## src/hdl/b64enc_pkg.sv

```systemverilog
// Shared types, constants and the character lookup for the base64 stream encoder.
package b64enc_pkg;

    localparam int unsigned CharWidth  = 8;
    localparam int unsigned SlotCount  = 4;
    localparam int unsigned QueueDepth = 2;

    localparam logic [CharWidth-1:0] PadChar = 8'h3D;

    typedef enum logic [2:0] {
        POS_FIRST  = 3'b001,
        POS_SECOND = 3'b010,
        POS_THIRD  = 3'b100
    } group_pos_t;

    // One input byte's worth of work: up to four characters for the back end.
    typedef struct packed {
        logic [SlotCount-1:0][CharWidth-1:0] chars;
        logic [1:0]                          last_idx;
        logic                                is_final;
    } char_batch_t;

    // Map a 6-bit value onto the standard alphabet.
    function automatic logic [CharWidth-1:0] enc_char(input logic [5:0] v);
        logic [CharWidth-1:0] c;
        begin
            if (v < 6'd26)
            begin
                c = 8'h41 + {2'b00, v};
            end
            else if (v < 6'd52)
            begin
                c = 8'h61 + {2'b00, v} - 8'd26;
            end
            else if (v < 6'd62)
            begin
                c = 8'h30 + {2'b00, v} - 8'd52;
            end
            else if (v == 6'd62)
            begin
                c = 8'h2B;
            end
            else
            begin
                c = 8'h2F;
            end
            return c;
        end
    endfunction

endpackage

```

## src/hdl/b64enc_front.sv

```systemverilog
// Front end: tracks group position and leftover bits, turns each byte into a character batch.
module b64enc_front
    import b64enc_pkg::*;
(
    input  logic        clk,
    input  logic        rst_n,
    input  logic        take,
    input  logic [7:0]  data_byte,
    input  logic        is_final,
    output char_batch_t batch
);

    group_pos_t pos_reg, pos_next;
    logic [3:0] left_reg, left_next;

    always_comb
    begin
        batch.chars    = {SlotCount{PadChar}};
        batch.last_idx = 2'd0;
        batch.is_final = is_final;
        pos_next       = pos_reg;
        left_next      = left_reg;
        case (pos_reg)
            POS_SECOND:
            begin
                batch.chars[0] = enc_char({left_reg[1:0], data_byte[7:4]});
                batch.chars[1] = enc_char({data_byte[3:0], 2'b00});
                batch.last_idx = is_final ? 2'd2 : 2'd0;
                pos_next       = POS_THIRD;
                left_next      = data_byte[3:0];
            end
            POS_THIRD:
            begin
                batch.chars[0] = enc_char({left_reg, data_byte[7:6]});
                batch.chars[1] = enc_char(data_byte[5:0]);
                batch.last_idx = 2'd1;
                pos_next       = POS_FIRST;
                left_next      = 4'd0;
            end
            default:
            begin
                batch.chars[0] = enc_char(data_byte[7:2]);
                batch.chars[1] = enc_char({data_byte[1:0], 4'b0000});
                batch.last_idx = is_final ? 2'd3 : 2'd0;
                pos_next       = POS_SECOND;
                left_next      = {2'b00, data_byte[1:0]};
            end
        endcase
        if (is_final)
        begin
            pos_next  = POS_FIRST;
            left_next = 4'd0;
        end
    end

    always_ff @(posedge clk or negedge rst_n)
    begin
        if (!rst_n)
        begin
            pos_reg  <= POS_FIRST;
            left_reg <= 4'd0;
        end
        else if (take)
        begin
            pos_reg  <= pos_next;
            left_reg <= left_next;
        end
    end

endmodule

```

## src/hdl/b64enc_queue.sv

```systemverilog
// Two-entry queue of character batches between front and back ends.
module b64enc_queue
    import b64enc_pkg::*;
(
    input  logic        clk,
    input  logic        rst_n,
    input  logic        push,
    input  char_batch_t push_data,
    input  logic        pop,
    output char_batch_t head,
    output logic        not_empty,
    output logic        full
);

    char_batch_t slot_reg [QueueDepth];
    logic        wr_ptr_reg, rd_ptr_reg;
    logic [1:0]  count_reg;

    assign head      = slot_reg[rd_ptr_reg];
    assign not_empty = (count_reg != 2'd0);
    assign full      = (count_reg == 2'(QueueDepth));

    always_ff @(posedge clk)
    begin
        if (push)
        begin
            slot_reg[wr_ptr_reg] <= push_data;
        end
    end

    always_ff @(posedge clk or negedge rst_n)
    begin
        if (!rst_n)
        begin
            wr_ptr_reg <= 1'b0;
            rd_ptr_reg <= 1'b0;
            count_reg  <= 2'd0;
        end
        else
        begin
            if (push)
            begin
                wr_ptr_reg <= ~wr_ptr_reg;
            end
            if (pop)
            begin
                rd_ptr_reg <= ~rd_ptr_reg;
            end
            if (push && !pop)
            begin
                count_reg <= count_reg + 2'd1;
            end
            else if (pop && !push)
            begin
                count_reg <= count_reg - 2'd1;
            end
        end
    end

    assert property (@(posedge clk) disable iff (!rst_n) full |-> !push)
        else $error("queue pushed while full");
    assert property (@(posedge clk) disable iff (!rst_n) !not_empty |-> !pop)
        else $error("queue popped while empty");
    assert property (@(posedge clk) disable iff (!rst_n) count_reg <= 2'(QueueDepth))
        else $error("queue count out of range");

endmodule

```

## src/hdl/b64enc_back.sv

```systemverilog
// Back end: walks each batch one character per cycle into the output register, unless the output stalls.
module b64enc_back
    import b64enc_pkg::*;
(
    input  logic        clk,
    input  logic        rst_n,
    input  char_batch_t head,
    input  logic        head_valid,
    output logic        pop,
    output logic [7:0]  out_char,
    output logic        last_char,
    output logic        out_valid,
    input  logic        out_stall
);

    char_batch_t cur_reg;
    logic        cur_valid_reg;
    logic [1:0]  idx_reg;
    logic [7:0]  char_reg;
    logic        last_reg;
    logic        valid_reg;
    logic        emit;
    logic        done;

    assign emit = cur_valid_reg && (!valid_reg || !out_stall);
    assign done = emit && (idx_reg == cur_reg.last_idx);
    assign pop  = head_valid && (!cur_valid_reg || done);

    assign out_char  = char_reg;
    assign last_char = last_reg;
    assign out_valid = valid_reg;

    always_ff @(posedge clk)
    begin
        if (pop)
        begin
            cur_reg <= head;
        end
        if (emit)
        begin
            char_reg <= cur_reg.chars[idx_reg];
            last_reg <= cur_reg.is_final && (idx_reg == cur_reg.last_idx);
        end
    end

    always_ff @(posedge clk or negedge rst_n)
    begin
        if (!rst_n)
        begin
            cur_valid_reg <= 1'b0;
            idx_reg       <= 2'd0;
            valid_reg     <= 1'b0;
        end
        else
        begin
            if (pop)
            begin
                cur_valid_reg <= 1'b1;
                idx_reg       <= 2'd0;
            end
            else if (done)
            begin
                cur_valid_reg <= 1'b0;
                idx_reg       <= 2'd0;
            end
            else if (emit)
            begin
                idx_reg <= idx_reg + 2'd1;
            end
            if (emit)
            begin
                valid_reg <= 1'b1;
            end
            else if (!out_stall)
            begin
                valid_reg <= 1'b0;
            end
        end
    end

    assert property (@(posedge clk) disable iff (!rst_n)
        cur_valid_reg |-> (idx_reg <= cur_reg.last_idx))
        else $error("character index past end of batch");
    assert property (@(posedge clk) disable iff (!rst_n)
        (emit && !done) |=> (cur_valid_reg && idx_reg == $past(idx_reg) + 2'd1))
        else $error("batch dropped before its last character");
    assert property (@(posedge clk) disable iff (!rst_n)
        pop |-> (!cur_valid_reg || done))
        else $error("new batch loaded over an unfinished one");

endmodule

```

## src/hdl/base64_stream_encoder.sv

```systemverilog
// Top level of the base64 stream encoder.
// Streaming standard base64 encoder: each transaction on the input carries one raw byte and a
// final flag; the output gives one ASCII character per transaction (A-Z, a-z, 0-9, '+', '/',
// or '=' padding), with last_char set on the closing character of a message. A byte opening a
// three-byte group yields one character, the second one, the third two; a final byte also
// flushes the pending bits and pads to a full four-character group. Internally a front end
// tracks the group position and turns each accepted byte into a batch of one to four
// characters, a two-entry queue holds batches, and a back end plays them out at one character
// per cycle, unless out_stall holds it, through a registered output. A byte is accepted in
// any cycle the queue has room, so short bursts go in back to back; sustained throughput is
// set by the single output port: one character per cycle when not stalled, i.e. four
// characters per three bytes, up to four for a final byte. A byte's characters go through
// a queue slot, the batch and output registers. No memory needs clearing after reset.
module base64_stream_encoder
    import b64enc_pkg::*;
(
    input  logic       clk,
    input  logic       rst_n,
    input  logic       in_valid,
    output logic       in_stall,
    input  logic [7:0] data_byte,
    input  logic       is_final,
    output logic       out_valid,
    input  logic       out_stall,
    output logic [7:0] out_char,
    output logic       last_char
);

    char_batch_t new_batch;
    char_batch_t head_batch;
    logic        take;
    logic        q_full;
    logic        q_not_empty;
    logic        q_pop;

    // Hold the input off only while the batch queue is full.
    assign in_stall = q_full;
    assign take     = in_valid && !q_full;

    b64enc_front u_front (
        .clk       (clk),
        .rst_n     (rst_n),
        .take      (take),
        .data_byte (data_byte),
        .is_final  (is_final),
        .batch     (new_batch)
    );

    b64enc_queue u_queue (
        .clk       (clk),
        .rst_n     (rst_n),
        .push      (take),
        .push_data (new_batch),
        .pop       (q_pop),
        .head      (head_batch),
        .not_empty (q_not_empty),
        .full      (q_full)
    );

    b64enc_back u_back (
        .clk        (clk),
        .rst_n      (rst_n),
        .head       (head_batch),
        .head_valid (q_not_empty),
        .pop        (q_pop),
        .out_char   (out_char),
        .last_char  (last_char),
        .out_valid  (out_valid),
        .out_stall  (out_stall)
    );

endmodule

```

## config.mk

```make
export PLATFORM = sky130hd
export DESIGN_NAME = base64_stream_encoder
export DESIGN_NICKNAME = d
export VERILOG_FILES = /design/src/hdl/b64enc_pkg.sv /design/src/hdl/b64enc_front.sv /design/src/hdl/b64enc_queue.sv /design/src/hdl/b64enc_back.sv /design/src/hdl/base64_stream_encoder.sv
export SDC_FILE = /design/constraint.sdc
export NUM_CORES = 1
export LEC_CHECK = 0
export BUFFER_PORTS_ARGS = -buffer_cell sky130_fd_sc_hd__clkbuf_2
export CAP_MARGIN = 20
export CELL_PAD_IN_SITES_DETAIL_PLACEMENT = 1
export CELL_PAD_IN_SITES_GLOBAL_PLACEMENT = 2
export CORE_MARGIN = 2
export CORE_UTILIZATION = 46
export CTS_BUF_LIST = sky130_fd_sc_hd__clkbuf_4
export CTS_CLUSTER_DIAMETER = 120
export DETAILED_ROUTE_END_ITERATION = 16
export MAX_ROUTING_LAYER = met4
export PLACE_DENSITY = 0.95
export SYNTH_ARGS = -nofsm -noshare
export SYNTH_HDL_FRONTEND = slang
export SYNTH_SLANG_ARGS = --single-unit
export TNS_END_PERCENT = 10
```

## constraint.sdc

```tcl
create_clock -name clk -period 5.6 [get_ports clk]
set_input_delay 0 -clock clk [delete_from_list [all_inputs] [get_ports clk]]
set_output_delay 0 -clock clk [all_outputs]
set_load 0.02 [all_outputs]
```

==> impl_summary.log <==
[metrics] clock tree from TritonCTS: yes
[metrics] RSZ-0062 raised after global routing: false
[metrics] setup total negative slack: 0 ps
[metrics] Pre-antenna DRT Iters: 5
[metrics] final hold violations: 0
[metrics] vias per inst: 6.15
[metrics] DR WL met2: 7200 µm
[metrics] vias after detailed routing: ~4000
[metrics] count of cell types in the netlist: 63
[metrics] pin count of the biggest net entering global routing: 22
[metrics] commonest non-fill, non-tap cells in the layout: sky130_fd_sc_hd__edfxtp_1 (66), sky130_fd_sc_hd__a21oi_1 (33), sky130_fd_sc_hd__nand2_1 (28), sky130_fd_sc_hd__o21ai_0 (28), sky130_fd_sc_hd__ha_1 (25)
[metrics] final routed DRC violation total: 0
[metrics] mean routed wirelength per cell: about 22 µm
[metrics] placement-stage worst setup slack: 2530 ps
[metrics] row count: 38
[metrics] slew at the pin closest to its max-slew limit: 901 ps
[metrics] via count of the first global-routing pass: around 4000
[metrics] wire length on met3: 566 µm
[metrics] arrival time at the worst endpoint: roughly 3400 ps
[metrics] slowest cell on the critical path: sky130_fd_sc_hd__dfrtp_1
[metrics] worst rel slew slack: 0.399
[metrics] initial antenna violation count: 0
[metrics] Final Routed Wirelength: 14000 µm
[metrics] clock insertion delay at the later pin of the skew report: 420 ps
[metrics] total of max-cap violations: 0
[metrics] Yosys warnings: 0
[metrics] period utilization: 0.568
[metrics] cell area after technology mapping: about 5100 µm²
[metrics] max reg flops: 38
[metrics] power density of the placed cells: 426 nW/µm²
[metrics] total count of max-transition violations in the final report: 0
[metrics] critical path cell sequence: inv_1 > ha_1 > nor2b_1 > mux2_2 > a2111oi_0 > o21ai_0 > o211ai_1
[metrics] type of the setup path with the least slack: register to register
[metrics] relative area change from synthesis to final layout: 7.09%
[metrics] HPWL after DPL: a little over 10000 µm
[metrics] share of synthesized registers carrying an async set or reset: 0.185
[metrics] core outline area: 10800 µm²
[metrics] Initial DRC Count: 243
[metrics] fraction of layout cells with a size suffix above 1: 0.138
[metrics] CP Launch Type: register
[metrics] Post-Syn Area per Cell: approximately 10 µm²
[metrics] setup violation total in the final timing report: 0
[metrics] Total Routing Usage GR: 0.249
[metrics] count of antenna-violating nets left after detailed routing: 0
[metrics] CP max FO: 15
[metrics] post_cts resized: 0
[metrics] number of synthesized flops with an enable pin: 66
[metrics] nature of the critical path endpoint: register
[metrics] leakage dissipation: around 2.0 nW
[metrics] placer's final routability congestion estimate: 0.908
[metrics] cell depth of the worst flop-to-flop path: 7
[metrics] Root Buffer: sky130_fd_sc_hd__clkbuf_4
[metrics] buffer depth of the longest clock path: 2
[metrics] number of I/O pins: 24
[metrics] wire length of the first global-routing pass: 21900 µm
[metrics] result of the run: completed
[metrics] number of clock buffers inserted by TritonCTS: 9
[metrics] largest clock skew in the final design: 20.8 ps
[metrics] maximum achievable frequency: 315 MHz
[metrics] total die area: between 10000 and 15000 µm²
[metrics] input/output buffers: 23
[metrics] cell type contributing the most total cell area after synthesis: sky130_fd_sc_hd__edfxtp_1
[metrics] x dimension of the die: ~110 µm
[metrics] total number of H-tree levels: 3
[metrics] Min-Delay Path Class: primary input to register
[metrics] highest metal layer with signal wires: met4
[metrics] clk slew on worst S/H paths: between 100 and 150 ps
[metrics] net count of the mapped netlist: 529
[metrics] number of cells traversed by the worst hold path: 3
[metrics] remaining global-route overflow: 0
[metrics] time the final worst path needs with I/O delays and setup: 3180 ps
[metrics] Routed met1 length: 6050 µm
[metrics] Diodes inserted: 0
[metrics] synth top area cells: sky130_fd_sc_hd__edfxtp_1 (39%), sky130_fd_sc_hd__dfrtp_1 (6.8%), sky130_fd_sc_hd__ha_1 (6.1%)
[metrics] VDD IR-drop max: between 0.2 and 0.25 mV
[metrics] effective utilization at floorplan: 0.472
[metrics] Most used DFF post-synth: sky130_fd_sc_hd__edfxtp_1
[metrics] clock tree sinks: between 80 and 90
[metrics] share of synthesized area occupied by flip-flops and latches: 0.461
[metrics] synthesized flop and latch total: 81
[metrics] top cell type's share of synthesized area: 0.387
[metrics] post-layout worst setup margin: 2420 ps
[metrics] floorplan die height: 110 µm
[metrics] Synth Instances: 491
[metrics] Layout Nets: 542
[metrics] Req. time, crit path: 5820 ps
[metrics] commonest non-fill, non-tap cell in the layout: sky130_fd_sc_hd__edfxtp_1
[metrics] delay of the slowest critical-path stage: 720 ps
-- cell type report --
type | count | area, µm²
multi-input cells | 360 | 2530
fillers | 1209 | 5360
inverters | 20 | 75.1
flip-flops and latches | 81 | 2360
well taps | 140 | 175
clock inverters | 6 | 67.6
clock buffers | 10 | 75.1
repair buffers | 32 | 198
-- stage by stage --
stage / area, µm² / hold WS [ps] / power (mW) / cells / utilization
after floorplan: 5120 / -296 / 1.71 / 491 / -
after global placement: 5280 / -55.8 / 1.91 / 627 / 0.487
after detailed placement: 5280 / -56.1 / 2.00 / 627 / 0.487
after CTS: 5480 / 35.5 / 2.35 / 649 / 0.506
after global routing: 5480 / 93.2 / 2.48 / 649 / 0.506
final: 5480 / 82.0 / 2.34 / 649 / 0.506
-- where the power goes --
group          total (mW)  switching, mW  internal (mW)
clock network       0.345          0.203          0.143
logic               0.884          0.543          0.341
registers            1.11          0.159          0.948
-- final timing paths --
| path | slack [ps] | from | endpoint |
|---|---|---|---|
| min in group asynchronous | 480 | rst_n | u_back.idx_reg[1] |
| max reg2reg | 2420 | u_front.left_reg[0] | u_queue.slot_reg[1][5] |
| min reg2reg | 550 | u_front.pos_reg[1] | u_front.pos_reg[1] |
| max in group asynchronous | 3880 | rst_n | u_front.pos_reg[1] |
| max | 2420 | u_front.left_reg[0] | u_queue.slot_reg[1][5] |
| min | 80 | data_byte[0] | u_front.left_reg[0] |
-- what timing repair did --
item                      4_1_cts  5_1_grt
hold endpoints to repair       25        0
hold buffers                    6        0
setup buffers                   0        0
-- synthesized netlist by cell type (9+ instances only) --
master	count
sky130_fd_sc_hd__inv_1	19
sky130_fd_sc_hd__nand3_1	16
sky130_fd_sc_hd__ha_1	25
sky130_fd_sc_hd__a211o_1	9
sky130_fd_sc_hd__dfrtp_1	14
sky130_fd_sc_hd__buf_2	17
sky130_fd_sc_hd__nor2_1	23
sky130_fd_sc_hd__clkbuf_1	9
sky130_fd_sc_hd__nor2b_1	10
sky130_fd_sc_hd__nand2b_1	14
sky130_fd_sc_hd__nor3_1	18
sky130_fd_sc_hd__o21ai_0	28
sky130_fd_sc_hd__nand2_1	28
sky130_fd_sc_hd__xnor2_1	22
sky130_fd_sc_hd__a21oi_1	33
sky130_fd_sc_hd__mux2_2	22
sky130_fd_sc_hd__edfxtp_1	66
-- critical path: cells and delay by family (launching register included) --
kind / cells / cell delay, ps
AOI/OAI and AO/OA: 3 / 690
adders and majority gates: 1 / 300
buffers and inverters: 1 / 210
DFF: 1 / 720
muxes: 1 / 410
and+or+nand+nor: 1 / 650
-- kinds of logic (layout without fill, tap and decap cells) --
kind of cell,count (synthesis),count (layout),synth area share
multiplexers,25,25,0.0543
AND/OR/NAND/NOR,141,141,0.144
AO/OA/AOI/OAI,140,140,0.185
buffers and inverters,50,68,0.0445
adder cells (fa/ha/maj),25,25,0.0611
flip-flops,81,81,0.461
XOR/XNOR,29,29,0.0496
-- per-layer routing --
layer,global-route usage,vias to the layer above
li1,-,1878
met1,0.311,1983
met2,0.431,118
met3,0.0237,12
met4,0.0687,0
met5,-,-
(Power assumes the default switching activity.)
